### config.mk
export PLATFORM = sky130hd
export DESIGN_NAME = rgb_to_hsv_top_flat
export DESIGN_NICKNAME = d
export VERILOG_FILES = /design/src/rtl/rth_pkg.sv /design/src/rtl/rth_pix_if.sv /design/src/rtl/rth_hsv_if.sv /design/src/rtl/rgb_to_hsv_top.sv /design/src/rtl/rth_front.sv /design/src/rtl/rth_div_step.sv /design/src/rtl/rth_div_pipe.sv /design/src/flat_wrapper.sv
export SDC_FILE = /design/constraint.sdc
export NUM_CORES = 2
export LEC_CHECK = 0
export ABC_AREA = 1
export BUFFER_PORTS_ARGS = -buffer_cell sky130_fd_sc_hd__buf_2
export CAP_MARGIN = 20
export CORE_ASPECT_RATIO = 0.75
export CORE_MARGIN = 3
export CORE_UTILIZATION = 35
export DETAILED_ROUTE_END_ITERATION = 6
export HOLD_SLACK_MARGIN = 0.12
export MAX_ROUTING_LAYER = met4
export SKIP_LAST_GASP = 1
export SLEW_MARGIN = 20
export SYNTH_ARGS = -nofsm -noshare
export SYNTH_HDL_FRONTEND = slang
export SYNTH_SLANG_ARGS = --single-unit
### constraint.sdc
create_clock -name clk -period 133.1 [get_ports clk]
set_clock_uncertainty 0.15 [all_clocks]
set_input_delay 26.62 -clock clk [delete_from_list [all_inputs] [get_ports clk]]
set_output_delay 26.62 -clock clk [all_outputs]
set_load 0.01 [all_outputs]
### src/rtl/rth_pkg.sv
// Package for the RGB to HSV converter: widths, stage payload types and codes.
package rth_pkg;

  localparam int CW  = 8;   // color channel width
  localparam int QW  = 16;  // quotient width, hue and saturation
  localparam int SDW = 8;   // saturation divisor width (max)
  localparam int HDW = 11;  // hue divisor width (6 * delta)
  localparam int NW  = 12;  // signed hue numerator width before wrap

  typedef enum logic [1:0] {
    MAX_RED,
    MAX_GREEN,
    MAX_BLUE
  } max_sel_t;

  typedef struct packed {
    logic [CW-1:0] brightness;
    logic [CW-1:0] alpha;
    logic          hue_zero;
    logic          sat_zero;
  } side_t;

  typedef struct packed {
    side_t          side;
    logic [SDW-1:0] sat_rem;
    logic [QW-1:0]  sat_low;
    logic [SDW-1:0] sat_div;
    logic [HDW-1:0] hue_rem;
    logic [HDW-1:0] hue_div;
  } front_t;

endpackage

### src/rtl/rth_pix_if.sv
// Input channel: one RGBA pixel per beat.
interface rth_pix_if;
  import rth_pkg::*;

  logic          valid;
  logic          ready;
  logic [CW-1:0] red;
  logic [CW-1:0] green;
  logic [CW-1:0] blue;
  logic [CW-1:0] alpha;

  modport source (output valid, output red, output green, output blue, output alpha,
                  input ready);
  modport sink (input valid, input red, input green, input blue, input alpha,
                output ready);
endinterface

### src/rtl/rth_hsv_if.sv
// Output channel: one HSV pixel plus alpha per beat.
interface rth_hsv_if;
  import rth_pkg::*;

  logic          valid;
  logic          ready;
  logic [QW-1:0] hue;
  logic [QW-1:0] saturation;
  logic [CW-1:0] brightness;
  logic [CW-1:0] alpha_out;

  modport source (output valid, output hue, output saturation, output brightness,
                  output alpha_out, input ready);
  modport sink (input valid, input hue, input saturation, input brightness,
                input alpha_out, output ready);
endinterface

### src/rtl/rgb_to_hsv_top.sv
// Top level of the RGB to HSV converter: front stages, divide pipeline, output register.
//
//   channel  dir  beat
//   pix      in   red, green, blue, alpha (8 bits each)
//   hsv      out  hue, saturation (16 bits), brightness, alpha_out (8 bits)
//
// One pixel per cycle while hsv is not stalled (2 front stages, 16 divide stages with
// one quotient bit each, output register). The divide pipeline depth sets latency.
// rst is synchronous and clears all valid bits; payload registers are not reset.
// When hsv holds a beat that is not taken, the whole pipeline freezes and
// pix.ready drops in the same cycle; nothing is dropped or repeated.
module rgb_to_hsv_top (
  input  logic        clk,
  input  logic        rst,
  rth_pix_if.sink     pix,
  rth_hsv_if.source   hsv
);
  import rth_pkg::*;

  logic          adv;
  logic          f_valid, d_valid;
  front_t        f_data;
  side_t         d_side;
  logic [QW-1:0] sat_q, hue_q;

  logic          out_vld;
  logic [QW-1:0] out_hue, out_sat;
  logic [CW-1:0] out_bri, out_alpha;

  assign adv       = !out_vld || hsv.ready;
  assign pix.ready = adv;

  rth_front u_front (
    .clk       (clk),
    .rst       (rst),
    .en        (adv),
    .in_valid  (pix.valid),
    .red       (pix.red),
    .green     (pix.green),
    .blue      (pix.blue),
    .alpha     (pix.alpha),
    .out_valid (f_valid),
    .out_data  (f_data)
  );

  rth_div_pipe u_div (
    .clk       (clk),
    .rst       (rst),
    .en        (adv),
    .in_valid  (f_valid),
    .in_data   (f_data),
    .out_valid (d_valid),
    .out_side  (d_side),
    .sat_q     (sat_q),
    .hue_q     (hue_q)
  );

  always_ff @(posedge clk) begin
    if (rst) begin
      out_vld <= 1'b0;
    end else if (adv) begin
      out_vld <= d_valid;
    end
  end

  always_ff @(posedge clk) begin
    if (adv) begin
      out_hue   <= d_side.hue_zero ? '0 : hue_q;
      out_sat   <= d_side.sat_zero ? '0 : sat_q;
      out_bri   <= d_side.brightness;
      out_alpha <= d_side.alpha;
    end
  end

  assign hsv.valid      = out_vld;
  assign hsv.hue        = out_hue;
  assign hsv.saturation = out_sat;
  assign hsv.brightness = out_bri;
  assign hsv.alpha_out  = out_alpha;

endmodule

### src/rtl/rth_front.sv
// Front stages: max/min and sector select, then delta, hue numerator and divide operands.
module rth_front (
  input  logic                clk,
  input  logic                rst,
  input  logic                en,
  input  logic                in_valid,
  input  logic [7:0]          red,
  input  logic [7:0]          green,
  input  logic [7:0]          blue,
  input  logic [7:0]          alpha,
  output logic                out_valid,
  output rth_pkg::front_t     out_data
);
  import rth_pkg::*;

  // stage 1
  logic          v1;
  logic [CW-1:0] r1, g1, b1, a1, mx1, mn1;
  max_sel_t      sel1;

  logic [CW-1:0] mx_c, mn_c;
  max_sel_t      sel_c;

  always_comb begin
    mx_c = red;
    if (green > mx_c) mx_c = green;
    if (blue > mx_c) mx_c = blue;
    mn_c = red;
    if (green < mn_c) mn_c = green;
    if (blue < mn_c) mn_c = blue;
    if (red >= green && red >= blue) begin
      sel_c = MAX_RED;
    end else if (green >= blue) begin
      sel_c = MAX_GREEN;
    end else begin
      sel_c = MAX_BLUE;
    end
  end

  always_ff @(posedge clk) begin
    if (rst) begin
      v1 <= 1'b0;
    end else if (en) begin
      v1 <= in_valid;
    end
  end

  always_ff @(posedge clk) begin
    if (en) begin
      r1   <= red;
      g1   <= green;
      b1   <= blue;
      a1   <= alpha;
      mx1  <= mx_c;
      mn1  <= mn_c;
      sel1 <= sel_c;
    end
  end

  // stage 2
  logic [CW-1:0]        delta;
  logic signed [NW-1:0] d12, r12, g12, b12, six, n_raw, n_wrap;
  logic [CW+QW-1:0]     sat_x;
  front_t               data_c;

  always_comb begin
    delta = mx1 - mn1;
    d12   = signed'({{(NW-CW){1'b0}}, delta});
    r12   = signed'({{(NW-CW){1'b0}}, r1});
    g12   = signed'({{(NW-CW){1'b0}}, g1});
    b12   = signed'({{(NW-CW){1'b0}}, b1});
    six   = (d12 <<< 2) + (d12 <<< 1);
    case (sel1)
      MAX_RED:   n_raw = g12 - b12;
      MAX_GREEN: n_raw = (d12 <<< 1) + b12 - r12;
      MAX_BLUE:  n_raw = (d12 <<< 2) + r12 - g12;
      default:   n_raw = '0;
    endcase
    n_wrap = n_raw[NW-1] ? n_raw + six : n_raw;
    // delta * 65535 = (delta << 16) - delta
    sat_x  = {delta, {QW{1'b0}}} - {{QW{1'b0}}, delta};

    data_c.side.brightness = mx1;
    data_c.side.alpha      = a1;
    data_c.side.hue_zero   = (delta == '0);
    data_c.side.sat_zero   = (mx1 == '0);
    data_c.sat_rem         = sat_x[CW+QW-1:QW];
    data_c.sat_low         = sat_x[QW-1:0];
    data_c.sat_div         = mx1;
    data_c.hue_rem         = n_wrap[HDW-1:0];
    data_c.hue_div         = six[HDW-1:0];
  end

  always_ff @(posedge clk) begin
    if (rst) begin
      out_valid <= 1'b0;
    end else if (en) begin
      out_valid <= v1;
    end
  end

  always_ff @(posedge clk) begin
    if (en) begin
      out_data <= data_c;
    end
  end

endmodule

### src/rtl/rth_div_step.sv
// One registered restoring-division step: one quotient bit per stage.
module rth_div_step #(
  parameter int DW = 8
) (
  input  logic                   clk,
  input  logic                   en,
  input  logic [DW-1:0]          rem_in,
  input  logic [rth_pkg::QW-1:0] low_in,
  input  logic [rth_pkg::QW-1:0] quo_in,
  input  logic [DW-1:0]          div_in,
  output logic [DW-1:0]          rem_out,
  output logic [rth_pkg::QW-1:0] low_out,
  output logic [rth_pkg::QW-1:0] quo_out,
  output logic [DW-1:0]          div_out
);
  import rth_pkg::*;

  logic [DW:0] t, d, diff;
  logic        ge;

  always_comb begin
    t    = {rem_in, low_in[QW-1]};
    d    = {1'b0, div_in};
    ge   = (t >= d);
    diff = t - d;
  end

  always_ff @(posedge clk) begin
    if (en) begin
      rem_out <= ge ? diff[DW-1:0] : t[DW-1:0];
      low_out <= {low_in[QW-2:0], 1'b0};
      quo_out <= {quo_in[QW-2:0], ge};
      div_out <= div_in;
    end
  end

endmodule

### src/rtl/rth_div_pipe.sv
// Divide pipeline: saturation and hue quotients, one bit per stage, with side data.
module rth_div_pipe (
  input  logic                   clk,
  input  logic                   rst,
  input  logic                   en,
  input  logic                   in_valid,
  input  rth_pkg::front_t        in_data,
  output logic                   out_valid,
  output rth_pkg::side_t         out_side,
  output logic [rth_pkg::QW-1:0] sat_q,
  output logic [rth_pkg::QW-1:0] hue_q
);
  import rth_pkg::*;

  logic [SDW-1:0] s_rem [QW+1];
  logic [QW-1:0]  s_low [QW+1];
  logic [QW-1:0]  s_quo [QW+1];
  logic [SDW-1:0] s_div [QW+1];
  logic [HDW-1:0] h_rem [QW+1];
  logic [QW-1:0]  h_low [QW+1];
  logic [QW-1:0]  h_quo [QW+1];
  logic [HDW-1:0] h_div [QW+1];
  logic           vld   [QW+1];
  side_t          side  [QW+1];

  assign s_rem[0] = in_data.sat_rem;
  assign s_low[0] = in_data.sat_low;
  assign s_quo[0] = '0;
  assign s_div[0] = in_data.sat_div;
  assign h_rem[0] = in_data.hue_rem;
  assign h_low[0] = '0;
  assign h_quo[0] = '0;
  assign h_div[0] = in_data.hue_div;
  assign vld[0]   = in_valid;
  assign side[0]  = in_data.side;

  for (genvar i = 0; i < QW; i++) begin : g_stage
    rth_div_step #(.DW(SDW)) u_sat (
      .clk     (clk),
      .en      (en),
      .rem_in  (s_rem[i]),
      .low_in  (s_low[i]),
      .quo_in  (s_quo[i]),
      .div_in  (s_div[i]),
      .rem_out (s_rem[i+1]),
      .low_out (s_low[i+1]),
      .quo_out (s_quo[i+1]),
      .div_out (s_div[i+1])
    );

    rth_div_step #(.DW(HDW)) u_hue (
      .clk     (clk),
      .en      (en),
      .rem_in  (h_rem[i]),
      .low_in  (h_low[i]),
      .quo_in  (h_quo[i]),
      .div_in  (h_div[i]),
      .rem_out (h_rem[i+1]),
      .low_out (h_low[i+1]),
      .quo_out (h_quo[i+1]),
      .div_out (h_div[i+1])
    );

    always_ff @(posedge clk) begin
      if (rst) begin
        vld[i+1] <= 1'b0;
      end else if (en) begin
        vld[i+1] <= vld[i];
      end
    end

    always_ff @(posedge clk) begin
      if (en) begin
        side[i+1] <= side[i];
      end
    end
  end

  assign out_valid = vld[QW];
  assign out_side  = side[QW];
  assign sat_q     = s_quo[QW];
  assign hue_q     = h_quo[QW];

  // remainders and shifted-out bits of the last stage are not needed
  logic unused;
  assign unused = ^{s_rem[QW], s_low[QW], s_div[QW], h_rem[QW], h_low[QW], h_div[QW]};

endmodule

### src/flat_wrapper.sv
// flat-port wrapper written by rule: the top's interface ports become plain ports
module rgb_to_hsv_top_flat import rth_pkg::*;
  (clk, rst, pix_valid, pix_red, pix_green, pix_blue, pix_alpha, pix_ready, hsv_valid, hsv_hue, hsv_saturation, hsv_brightness, hsv_alpha_out, hsv_ready);
  rth_pix_if pix_i ();
  rth_hsv_if hsv_i ();
  input  logic clk;
  input  logic rst;
  input wire logic [$bits(pix_i.valid)-1:0] pix_valid;
  input wire logic [$bits(pix_i.red)-1:0] pix_red;
  input wire logic [$bits(pix_i.green)-1:0] pix_green;
  input wire logic [$bits(pix_i.blue)-1:0] pix_blue;
  input wire logic [$bits(pix_i.alpha)-1:0] pix_alpha;
  output wire logic [$bits(pix_i.ready)-1:0] pix_ready;
  output wire logic [$bits(hsv_i.valid)-1:0] hsv_valid;
  output wire logic [$bits(hsv_i.hue)-1:0] hsv_hue;
  output wire logic [$bits(hsv_i.saturation)-1:0] hsv_saturation;
  output wire logic [$bits(hsv_i.brightness)-1:0] hsv_brightness;
  output wire logic [$bits(hsv_i.alpha_out)-1:0] hsv_alpha_out;
  input wire logic [$bits(hsv_i.ready)-1:0] hsv_ready;
  assign pix_i.valid = pix_valid;
  assign pix_i.red = pix_red;
  assign pix_i.green = pix_green;
  assign pix_i.blue = pix_blue;
  assign pix_i.alpha = pix_alpha;
  assign pix_ready = pix_i.ready;
  assign hsv_valid = hsv_i.valid;
  assign hsv_hue = hsv_i.hue;
  assign hsv_saturation = hsv_i.saturation;
  assign hsv_brightness = hsv_i.brightness;
  assign hsv_alpha_out = hsv_i.alpha_out;
  assign hsv_i.ready = hsv_ready;
  rgb_to_hsv_top u_core (.clk(clk), .rst(rst), .pix(pix_i), .hsv(hsv_i));
endmodule
==> results.txt <==
Core Footprint: 163000 um2
Hold-critical path endpoint: u_core.u_div.g_stage[4].u_hue.quo_out[4]
Largest net degree at the start of global routing: 193
Setup bufs post-CTS: 0
Synth top area share: 0.637
Hold_buf cts: 0
Dpl cells: 6828
Port Buffer Count: 85
Fin. Hold Viols: 0
Vias in the first global route: 32.2k
Initial DRT Pass Iterations: 6
Slew @ Worst Pin: 1.09 ns
Die Y: 358 um
Max Fanout on Critical Path: 111
Post-synthesis cell area: 57800 um2
Syn Area/Cell: 12.5 um2
Final HPWL DP: 63500 um
Seq/Total Area, Yosys: 0.643
Clock slew at reported path FFs: 0.06 ns
Final setup TNS: 0 ns
Met2 WL post-DR: 42800 um
Post-Syn Instances: 4625
Fraction of registers with async set/reset: 0
CTS Buffer Depth: 3
Synth area leader: edfxtp_1
Most common cell in the netlist: edfxtp_1
CTS tree: yes
Routed WL per cell: 13.1 um
Starting Density: 0.354
Max-capacitance violation count: 0
Top-level I/O count: 86
Slew HR: 0.272
Met3 WL: 3770 um
Fill count: 15.1k
Final Non-Filler Cells: 7070
Commonest cells post-synth: edfxtp_1 (1226), inv_1 (729), nand2_1 (622)
R2r startpoint: u_core.u_front.mx1[0]
Number of synthesized flops with an enable pin: 1226
Detailed-route vias per instance: 4.55
Die footprint: 170000 um2
Num rows: 128
Final setup fails: 0
Synth cell types: 63
CP startpoint kind: primary input
Top layer reached by signal wires: met4
Hold Path Class: register to register
DRT antenna net count: 0
Root Driver: clkbuf_16
Share of cells above drive strength 1: 0.0995
Clk Latency, worst-skew pair: 0.76 ns
Critical path class: primary input to primary output
Htree depth: 4
Fmax: 0.0183 GHz
Final wirelength: 92300 um
Hold_ws: 0.225 ns
Seq cells post-synth: 1245
Global-route wire length before repair: 155000 um
Nets@finish: 5295
Reg2Reg Capture Point: u_core.u_front.out_data[21]
Critical path arrival: 27.78 ns
Largest cells by area after synthesis: edfxtp_1 (64%), ha_1 (8.5%), inv_1 (4.7%), nand2_1 (4.0%), xor2_1 (2.3%)
Hold_sp: u_core.u_div.g_stage[3].u_hue.quo_out[3]
Area growth from synthesis to layout: 12.6%
DRT met1 WL: 42900 um
CTS Buf Count: 134
Final Max Slew Viols: 0
YS warnings: 0
Status: complete, no violations
Final period util: 0.410
Gr usage total: 0.113
Tmin final: 54.55 ns
Antenna cells: 0
Synthesized Nets: 5101
Post_cts resized: 0
DRT iter0 DRCs: 2054
RePlAce Congestion: 0.877
Hold Crit Depth: 0
Worst setup EP type: primary output
Final Util: 0.399
Unrepaired setup endpoints after global routing: no
DR vias: 32.2k
Critical Path RT: 106.33 ns
Drt drc: 0
R2r worst-path depth: 23
Clock Sinks: 1245
FF-to-FF setup slack: 127.58 ns
GRT Residual Overflow: 0
Initial antenna violation count: 0
Ys flop type: edfxtp_1
Width of the die: 475 um
==> logic make-up after synthesis <==
kind of cell,share of synthesized area
AOI/OAI and AO/OA,0.0766
xor gates and xnor gates,0.0341
adders and majority gates,0.102
buffers and inverters,0.0551
DFF,0.643
and+or+nand+nor,0.0894
==> routing by layer <==
layer  global-route usage  up-vias
met3               0.0261      221
met2                0.181      465
met1                0.140    15000
met4               0.0419        0
li1                     -    16500
met5                    -        -
==> metrics by stage <==
| stage | setup WS, ns | cell area (um2) |
|---|---|---|
| 6_report | 78.55 | 65100 |
| 5_1_grt | 78.43 | 65100 |
| 2_1_floorplan | 46.36 | 57800 |
| 3_3_place_gp | 78.52 | 60700 |
| 4_1_cts | 78.50 | 65100 |
| 3_5_place_dp | 78.51 | 60700 |
==> cells in the final DEF, fill, tap and decap left out, types with 10 or more instances in the layout <==
master / n
edfxtp_1: 1226
inv_1: 729
nand2_1: 622
ha_1: 391
a21oi_1: 262
nor2_1: 245
o21ai_0: 175
xor2_1: 155
clkbuf_16: 135
o21ai_1: 120
nand3_1: 107
buf_2: 85
xnor2_1: 68
fa_1: 49
a21oi_2: 48
nor3_1: 45
nand4_1: 44
clkbuf_1: 32
nand2_2: 29
a31oi_1: 27
inv_2: 25
clkinv_2: 25
o21ai_2: 22
o21bai_1: 20
a21o_1: 19
dfxtp_1: 19
clkinv_1: 17
nand2_4: 16
or2_2: 11
nand3b_1: 10
clkinv_16: 10
==> state kept, by name, summed over array words and instances, names as in the netlist, 15 cells and up <==
register / cells
u_core.hsv.hue: 16
u_core.hsv.saturation: 16
u_core.u_div.g_stage.u_hue.div_out: 124
u_core.u_div.g_stage.u_hue.quo_out: 136
u_core.u_div.g_stage.u_hue.rem_out: 150
u_core.u_div.g_stage.u_sat.div_out: 112
u_core.u_div.g_stage.u_sat.low_out: 114
u_core.u_div.g_stage.u_sat.quo_out: 136
u_core.u_div.g_stage.u_sat.rem_out: 120
u_core.u_div.out_side: 18
u_core.u_div.side: 158
u_core.u_div.vld: 15
u_core.u_front.out_data: 60
==> final cells by class <==
class	count	area [um2]	area share
Clock buffer	167	3500	0.0537
Sequential cell	1245	37200	0.571
Clock inverter	75	895	0.0137
Timing Repair Buffer	97	557	0.00855
Inverter	757	2850	0.0438
Multi-Input combinational cell	2584	17400	0.268
Tap cell	2145	2680	0.0412
==> critical path, stage by stage <==
cell	delay, ns
buf_2	0.08
nor2_1	0.03
buf_4	0.20
inv_8	0.52
buf_2	0.26
==> how the worst max path moves through the flow <==
stage | depth (start not counted) | slack, ns | to | from
floorplan | 3 | 46.36 | pix_ready | hsv_ready
global placement | 5 | 78.52 | pix_ready | hsv_ready
detailed placement | 5 | 78.51 | pix_ready | hsv_ready
CTS | 5 | 78.50 | pix_ready | hsv_ready
global route | 5 | 78.43 | pix_ready | hsv_ready
finish | 5 | 78.55 | pix_ready | hsv_ready
Power is left out: the tool's default activity adds up to more than one toggle a clock period on the data nets, which glitch-free logic cannot reach.
